[config.mk]
export PLATFORM = sky130hd
export DESIGN_NAME = dirty_rect_set_coalescer
export DESIGN_NICKNAME = d
export VERILOG_FILES = /design/src/rtl/drsc_pkg.sv /design/src/rtl/drsc_ctrl.sv /design/src/rtl/drsc_dp.sv /design/src/rtl/dirty_rect_set_coalescer.sv
export SDC_FILE = /design/constraint.sdc
export NUM_CORES = 2
export LEC_CHECK = 0
export BUFFER_PORTS_ARGS = -buffer_cell sky130_fd_sc_hd__buf_2
export CORE_ASPECT_RATIO = 0.8
export CORE_MARGIN = 2
export CORE_UTILIZATION = 35
export CTS_BUF_LIST = sky130_fd_sc_hd__clkbuf_4
export CTS_CLUSTER_DIAMETER = 80
export DETAILED_ROUTE_END_ITERATION = 16
export HOLD_SLACK_MARGIN = 0.1
export SLEW_MARGIN = 20
export SYNTH_ARGS = -nofsm -noshare
export SYNTH_HDL_FRONTEND = slang
export SYNTH_SLANG_ARGS = --single-unit
[constraint.sdc]
create_clock -name clk -period 21.4 [get_ports clk]
set_input_delay 1.07 -clock clk [delete_from_list [all_inputs] [get_ports clk]]
set_output_delay 1.07 -clock clk [all_outputs]
set_load 0.02 [all_outputs]
[src/rtl/drsc_pkg.sv]
// Package for the dirty rectangle set coalescer.
// Holds the rectangle type, the controller states, the datapath command and status structs and the box helpers.
package drsc_pkg;

  localparam int SetCapacityDef = 16;

  typedef struct packed {
    logic signed [15:0] x;
    logic signed [15:0] y;
    logic [16:0]        w;
    logic [16:0]        h;
  } box_t;

  typedef enum logic [2:0] {
    ST_IDLE,
    ST_SCAN,
    ST_FOLD,
    ST_SUM,
    ST_OUT
  } state_t;

  typedef struct packed {
    logic load;
    logic clear;
    logic scan_step;
    logic merge_hit;
    logic append;
    logic fold_start;
    logic fold_step;
    logic fold_end;
    logic sum_start;
    logic sum_step;
    logic out_load;
  } cmd_t;

  typedef struct packed {
    logic mode;
    logic empty;
    logic hit;
    logic scan_last;
    logic full;
    logic fold_last;
    logic sum_last;
  } stat_t;

  function automatic logic signed [17:0] right_edge(box_t b);
    right_edge = 18'(b.x) + 18'(signed'({1'b0, b.w}));
  endfunction

  function automatic logic signed [17:0] bottom_edge(box_t b);
    bottom_edge = 18'(b.y) + 18'(signed'({1'b0, b.h}));
  endfunction

  function automatic box_t box_union(box_t a, box_t b);
    logic signed [17:0] ra;
    logic signed [17:0] rb;
    logic signed [17:0] ba;
    logic signed [17:0] bb;
    logic signed [17:0] rt;
    logic signed [17:0] bt;
    box_t r;
    ra = right_edge(a);
    rb = right_edge(b);
    ba = bottom_edge(a);
    bb = bottom_edge(b);
    rt = (ra > rb) ? ra : rb;
    bt = (ba > bb) ? ba : bb;
    r.x = (a.x < b.x) ? a.x : b.x;
    r.y = (a.y < b.y) ? a.y : b.y;
    r.w = 17'(rt - 18'(r.x));
    r.h = 17'(bt - 18'(r.y));
    box_union = r;
  endfunction

endpackage

[src/rtl/drsc_ctrl.sv]
// Controller state machine of the dirty rectangle set coalescer.
// Depends on drsc_pkg for states, commands and status.
module drsc_ctrl import drsc_pkg::*; (
  input  logic  clk,
  input  logic  rst_n,
  input  logic  in_valid,
  output logic  in_stall,
  output logic  out_valid,
  input  logic  out_stall,
  input  stat_t stat,
  output cmd_t  cmd
);

  state_t state_r;
  state_t state_nxt;
  logic   ov_r;
  logic   ov_nxt;

  always_ff @(posedge clk) begin
    if (!rst_n) begin
      state_r <= ST_IDLE;
      ov_r    <= 1'b0;
    end else begin
      state_r <= state_nxt;
      ov_r    <= ov_nxt;
    end
  end

  assign out_valid = ov_r;
  assign in_stall  = (state_r != ST_IDLE);

  always_comb begin
    state_nxt = state_r;
    ov_nxt    = ov_r && out_stall;
    cmd       = '0;
    unique case (state_r)
      ST_IDLE: begin
        if (in_valid) begin
          cmd.load  = 1'b1;
          state_nxt = ST_SCAN;
        end
      end
      ST_SCAN: begin
        if (stat.mode) begin
          cmd.clear     = 1'b1;
          cmd.sum_start = 1'b1;
          state_nxt     = ST_SUM;
        end else if (stat.empty) begin
          cmd.sum_start = 1'b1;
          state_nxt     = ST_SUM;
        end else if (stat.hit) begin
          cmd.merge_hit = 1'b1;
          cmd.sum_start = 1'b1;
          state_nxt     = ST_SUM;
        end else if (!stat.scan_last) begin
          cmd.scan_step = 1'b1;
        end else if (!stat.full) begin
          cmd.append    = 1'b1;
          cmd.sum_start = 1'b1;
          state_nxt     = ST_SUM;
        end else begin
          cmd.fold_start = 1'b1;
          state_nxt      = ST_FOLD;
        end
      end
      ST_FOLD: begin
        if (stat.fold_last) begin
          cmd.fold_end  = 1'b1;
          cmd.sum_start = 1'b1;
          state_nxt     = ST_SUM;
        end else begin
          cmd.fold_step = 1'b1;
        end
      end
      ST_SUM: begin
        if (stat.sum_last) begin
          state_nxt = ST_OUT;
        end else begin
          cmd.sum_step = 1'b1;
        end
      end
      ST_OUT: begin
        if (!ov_r || !out_stall) begin
          cmd.out_load = 1'b1;
          ov_nxt       = 1'b1;
          state_nxt    = ST_IDLE;
        end
      end
      default: state_nxt = ST_IDLE;
    endcase
  end

  always_ff @(posedge clk) begin
    if (rst_n) begin
      assert (!(ov_r && out_stall) || !cmd.out_load)
        else $error("Result word overwritten while stalled.");
    end
  end

  property p_load_idle;
    @(posedge clk) disable iff (!rst_n) cmd.load |-> $past(1'b1) && state_r == ST_IDLE;
  endproperty
  a_load_idle: assert property (p_load_idle) else $error("Load outside idle.");

  property p_after_load;
    @(posedge clk) disable iff (!rst_n) cmd.load |=> state_r == ST_SCAN;
  endproperty
  a_after_load: assert property (p_after_load) else $error("Load did not start a scan.");

  property p_out;
    @(posedge clk) disable iff (!rst_n) cmd.out_load |=> out_valid;
  endproperty
  a_out: assert property (p_out) else $error("Result word not presented.");

endmodule

[src/rtl/drsc_dp.sv]
// Datapath of the dirty rectangle set coalescer: entry store, scan, fold and bounds.
// Depends on drsc_pkg; steered by drsc_ctrl through cmd_t.
module drsc_dp import drsc_pkg::*; #(
  parameter int SET_CAPACITY = SetCapacityDef
) (
  input  logic               clk,
  input  logic               rst_n,
  input  cmd_t               cmd,
  output stat_t              stat,
  input  logic               in_mode,
  input  logic signed [15:0] in_rect_x,
  input  logic signed [15:0] in_rect_y,
  input  logic signed [15:0] in_rect_width,
  input  logic signed [15:0] in_rect_height,
  output logic               out_accepted,
  output logic [4:0]         out_entry_count,
  output logic signed [15:0] out_bounds_x,
  output logic signed [15:0] out_bounds_y,
  output logic [16:0]        out_bounds_width,
  output logic [16:0]        out_bounds_height
);

  localparam int IW = (SET_CAPACITY > 1) ? $clog2(SET_CAPACITY) : 1;
  localparam int CW = $clog2(SET_CAPACITY + 1);

  box_t           mem_r [SET_CAPACITY];
  logic [CW-1:0]  count_r;
  logic [CW-1:0]  idx_r;
  box_t           rect_r;
  logic           mode_r;
  logic           empty_r;
  logic           acc_r;
  box_t           accum_r;
  box_t           entry;
  logic           any_r;
  logic signed [17:0] er, eb, rr, rb, lx, ly, rx, ry;
  logic           touch;

  assign entry = mem_r[idx_r[IW-1:0]];

  always_comb begin
    er = right_edge(entry);
    eb = bottom_edge(entry);
    rr = right_edge(rect_r);
    rb = bottom_edge(rect_r);
    lx = (entry.x > rect_r.x) ? 18'(entry.x) : 18'(rect_r.x);
    ly = (entry.y > rect_r.y) ? 18'(entry.y) : 18'(rect_r.y);
    rx = (er < rr) ? er : rr;
    ry = (eb < rb) ? eb : rb;
    touch = ((lx < rx) && (ly < ry)) || er == 18'(rect_r.x) || rr == 18'(entry.x) ||
            eb == 18'(rect_r.y) || rb == 18'(entry.y);
  end

  assign stat.mode      = mode_r;
  assign stat.empty     = empty_r;
  assign stat.hit       = (idx_r < count_r) && touch;
  assign stat.scan_last = (idx_r + CW'(1) >= count_r);
  assign stat.full      = (count_r == CW'(SET_CAPACITY));
  assign stat.fold_last = (idx_r == CW'(SET_CAPACITY - 1));
  assign stat.sum_last  = (idx_r >= count_r);

  always_ff @(posedge clk) begin
    if (!rst_n) begin
      count_r <= '0;
    end else if (cmd.clear) begin
      count_r <= '0;
    end else if (cmd.append) begin
      count_r <= count_r + CW'(1);
    end else if (cmd.fold_end) begin
      count_r <= CW'(1);
    end
  end

  always_ff @(posedge clk) begin
    if (cmd.load) begin
      mode_r   <= in_mode;
      rect_r.x <= in_rect_x;
      rect_r.y <= in_rect_y;
      rect_r.w <= 17'(unsigned'(in_rect_width));
      rect_r.h <= 17'(unsigned'(in_rect_height));
      empty_r  <= (in_rect_width <= 0) || (in_rect_height <= 0);
      idx_r    <= '0;
      acc_r    <= 1'b0;
    end
    if (cmd.scan_step || cmd.fold_step || cmd.sum_step) begin
      idx_r <= idx_r + CW'(1);
    end
    if (cmd.merge_hit) begin
      mem_r[idx_r[IW-1:0]] <= box_union(entry, rect_r);
      acc_r                <= 1'b1;
    end
    if (cmd.append) begin
      mem_r[count_r[IW-1:0]] <= rect_r;
      acc_r                  <= 1'b1;
    end
    if (cmd.fold_start) begin
      accum_r <= rect_r;
      idx_r   <= '0;
    end
    if (cmd.fold_step) begin
      accum_r <= box_union(accum_r, entry);
    end
    if (cmd.fold_end) begin
      mem_r[0] <= box_union(accum_r, entry);
      acc_r    <= 1'b1;
    end
    if (cmd.sum_start) begin
      idx_r <= '0;
      any_r <= 1'b0;
    end
    if (cmd.sum_step) begin
      accum_r <= any_r ? box_union(accum_r, entry) : entry;
      any_r   <= 1'b1;
    end
    if (cmd.out_load) begin
      out_accepted      <= acc_r;
      out_entry_count   <= 5'(count_r);
      out_bounds_x      <= any_r ? accum_r.x : '0;
      out_bounds_y      <= any_r ? accum_r.y : '0;
      out_bounds_width  <= any_r ? accum_r.w : '0;
      out_bounds_height <= any_r ? accum_r.h : '0;
    end
  end

  property p_count_max;
    @(posedge clk) disable iff (!rst_n) count_r <= CW'(SET_CAPACITY);
  endproperty
  a_count_max: assert property (p_count_max) else $error("Entry count over capacity.");

  property p_fold_count;
    @(posedge clk) disable iff (!rst_n) cmd.fold_end |=> count_r == CW'(1);
  endproperty
  a_fold_count: assert property (p_fold_count) else $error("Fold left wrong count.");

  property p_append_grow;
    @(posedge clk) disable iff (!rst_n) cmd.append |=> count_r == $past(count_r) + CW'(1);
  endproperty
  a_append_grow: assert property (p_append_grow) else $error("Append did not grow count.");

endmodule

[src/rtl/dirty_rect_set_coalescer.sv]
// Top level of the dirty rectangle set coalescer.
// Joins drsc_ctrl and drsc_dp; depends on drsc_pkg.
//
// Input channel: in_valid/in_stall carry one word (mode and rectangle).
// Mode 1 clears the set; mode 0 adds a non-empty rectangle to the set.
// Output channel: out_valid/out_stall carry one result word per input word:
// acceptance, entry count and bounding box of all entries.
// An item is loaded, then scanned against the stored entries up to the
// first touching one; when the set is full and no entry touches, all entries
// and the rectangle are folded into one entry. Then the bounding box is
// summed over the held entries and the result is registered.
// The scan, the fold and the sum share one entry read port.
// One item is in work at a time; in_stall is high while it is.
// A result word waits in the output register while the receiver stalls;
// the block holds the next result until that word is taken.
// Reset empties the set and clears out_valid; no clearing pass is needed.
module dirty_rect_set_coalescer import drsc_pkg::*; #(
  parameter int SET_CAPACITY = SetCapacityDef
) (
  input  logic               clk,
  input  logic               rst_n,
  input  logic               in_valid,
  output logic               in_stall,
  input  logic               in_mode,
  input  logic signed [15:0] in_rect_x,
  input  logic signed [15:0] in_rect_y,
  input  logic signed [15:0] in_rect_width,
  input  logic signed [15:0] in_rect_height,
  output logic               out_valid,
  input  logic               out_stall,
  output logic               out_accepted,
  output logic [4:0]         out_entry_count,
  output logic signed [15:0] out_bounds_x,
  output logic signed [15:0] out_bounds_y,
  output logic [16:0]        out_bounds_width,
  output logic [16:0]        out_bounds_height
);

  cmd_t  cmd;
  stat_t stat;

  drsc_ctrl u_ctrl (
    .clk      (clk),
    .rst_n    (rst_n),
    .in_valid (in_valid),
    .in_stall (in_stall),
    .out_valid(out_valid),
    .out_stall(out_stall),
    .stat     (stat),
    .cmd      (cmd)
  );

  drsc_dp #(.SET_CAPACITY(SET_CAPACITY)) u_dp (
    .clk              (clk),
    .rst_n            (rst_n),
    .cmd              (cmd),
    .stat             (stat),
    .in_mode          (in_mode),
    .in_rect_x        (in_rect_x),
    .in_rect_y        (in_rect_y),
    .in_rect_width    (in_rect_width),
    .in_rect_height   (in_rect_height),
    .out_accepted     (out_accepted),
    .out_entry_count  (out_entry_count),
    .out_bounds_x     (out_bounds_x),
    .out_bounds_y     (out_bounds_y),
    .out_bounds_width (out_bounds_width),
    .out_bounds_height(out_bounds_height)
  );

endmodule
==> impl_metrics.ini <==
[timing]
slew_viol_final = 0
slew_headroom = 0.2230
min_period_over_period = 0.6818
setup_viol = 0
period_needed_ns = 14.59
tightest_slew_ns = 1.153
fmax_ghz = 0.06854
fin_tns_setup_ns = 0
finalHoldViolCount = 0
finClkSkew_ns = 0.1925
rsz0062_at_grt = no

[global_routing]
overflow = 0
grt_use_total = 0.2159
grt_pass1_wl_um = 299200
grt_antenna_before_repair = 14
grt_max_degree = 94
grt_pass1_vias = 42813

[synthesis]
netlist_instances = 4566
yosys_warnings = 0
ys_types = 100
syn_area_per_cell_um2 = 14.40
synth_enable_flop_cells = 1260
syn_area_um2 = 65770
synth.top_cells.by_area = edfxtp_1 58%, mux4_2 11%, ha_1 6.4%
synth_top_area_share = 0.5753
synth_ff_type = edfxtp_1
synth.net_count = 4984
synthArstFlopShare = 0
ys_seq_area_frac = 0.5814
synth.most_common_cell = edfxtp_1
synth_top_area_cell = edfxtp_1
yosys_register_bits = 1280
synthTopCellsByCount = 1260 x edfxtp_1, 339 x ha_1, 321 x mux4_2

[clock_network]
path_clk_slew_ns = 0.06
cts_buffers = 348
cts_buffer_depth = 4
cts_root_buffer = clkbuf_4
cts_tree = built
clk_latency_ns = 1.34
cts_setup_buffers = 0
cts_sinks = 1280
htreeDepth = 5

[floorplan]
core_um2 = 186900
fp.dieW_um = 488.6
ios = 143
dieArea_um2 = 191400
die_y_um = 391.7
start_util = 0.3519
rows = 142

[setup_path]
ff2ff_path_depth = 39
crit_family = compound AO/OA/AOI/OAI gates
startpoint_type = register
timing.critical_path.buf_inv = 7
r2r_slack_ns = 6.81
crit_path_end_kind = register
required_ns = 22.45
max_stage_delay_ns = 0.91
cp_max_fo = 93
arrival_ns = 15.64
cp_slowest_cell = dfxtp_4
rr_endpoint = u_dp.mem_r[9][11]
path_class = register to register

[min_path]
holdPathStages = 1
min-delay-path-class = input port to register
hold_end = u_dp.rect_r[12]
hold_start = in_rect_height[12]

[route]
wire_per_inst_um = 26.95
drc = 0
via_count = 44522
routed_wl_um = 210100
first_iter_violations = 5267
drtPass1Iterations = 8
postRouteAntennaNets = 0
routed_via_density = 5.710

[status]
outcome = finished clean

[placement]
gp_congestion = 0.9801
io_buffers = 142
dpl.hpwl_um = 143400

[final_layout]
fin_nets = 5456
areaGrowthSynthToFinish_pct = 13.28
final_layout_size_suffix_gt1_frac = 0.2265

[run]
cap_violations = 0
==> worst max path at each step <==
stage	from	to	slack, ns	cells after the start
floorplan	register	u_dp.mem_r[15][0]	4.40	45
finish	register	u_dp.mem_r[9][11]	6.81	39
global placement	register	u_dp.mem_r[13][14]	6.85	39
detailed placement	register	u_dp.mem_r[11][8]	7.02	38
global route	register	u_dp.mem_r[7][4]	6.25	38
CTS	register	u_dp.mem_r[11][8]	6.89	38
==> layout by cell type, fill, tap and decap left out, drive strengths merged, types with 36 or more instances in the layout <==
cell type / netlist / final
a211oi: 46 / 46
a21o: 61 / 61
a21oi: 255 / 255
and2: 84 / 84
buf: 69 / 249
clkbuf: 119 / 483
clkinv: 3 / 88
dlygate4sd3: 0 / 61
edfxtp: 1260 / 1260
ha: 339 / 339
inv: 207 / 213
mux2i: 167 / 167
mux4: 323 / 323
nand2: 259 / 259
nand3: 56 / 56
nand4: 36 / 36
nor2: 243 / 243
nor2b: 36 / 36
nor3: 65 / 65
o21a: 63 / 63
o21ai: 222 / 222
o221ai: 36 / 36
xnor2: 144 / 144
xor2: 38 / 38
==> cell families after synthesis <==
family / count (synthesis) / share of synthesized area
compound gates: 916 / 0.08970
xor+xnor: 191 / 0.02732
fa+ha+maj: 351 / 0.06786
buf+inv: 398 / 0.02648
flops: 1280 / 0.5814
mux: 514 / 0.1404
simple gates: 916 / 0.06685
==> flip-flops by register name, summed over array words and instances, names as in the netlist, named ones only <==
register and flops:
u_dp.count_r 5, u_dp.empty_r 1, u_ctrl.out_valid 1, u_dp.out_accepted 1
u_dp.out_bounds_x 16, u_ctrl.state_r 3, u_dp.any_r 1, u_dp.out_bounds_width 17
u_dp.out_bounds_height 17, u_dp.idx_r 5, u_dp.out_entry_count 5, u_dp.mode_r 1
u_dp.accum_r 66, u_dp.mem_r 1056, u_dp.rect_r 64, u_dp.out_bounds_y 16
u_dp.acc_r 1
==> final cells by class <==
type                    instances  area [um^2]
fillers                     17566       112400
flip-flops and latches       1280        38260
multi-input cells            2888        26100
clock buffers                 483         3626
well taps                    2520         3153
repair buffers                310         2145
inverters                     210        790.8
clock inverters                92        387.9
diodes                         14        35.03
==> repair_timing <==
item	in CTS	in global routing
hold buffers	61	0
gates resized for setup	0	0
hold endpoints to repair	66	0
==> through the flow <==
step / instances / setup WS [ns] / cell area (um^2) / utilization / hold WS [ns]
after CTS: 7781 / 6.885 / 74390 / 0.3980 / 0.1221
after floorplan: 4566 / 4.397 / 65770 / - / 0.4086
final: 7797 / 6.810 / 74500 / 0.3986 / 0.1833
after global routing: 7794 / 6.246 / 74490 / 0.3985 / 0.06756
after global placement: 7145 / 6.847 / 69750 / 0.3732 / 0.4451
after detailed placement: 7145 / 7.023 / 69760 / 0.3732 / 0.4343
==> layer usage <==
metal	share of wire	global-route usage
met1	0.43	0.3176
met2	0.42	0.3066
met3	0.11	0.05853
met4	0.030	0.07076
met5	0.00037	0
Power is left out: the tool's default activity adds up to more than one toggle a clock period on the data nets, which glitch-free logic cannot reach.
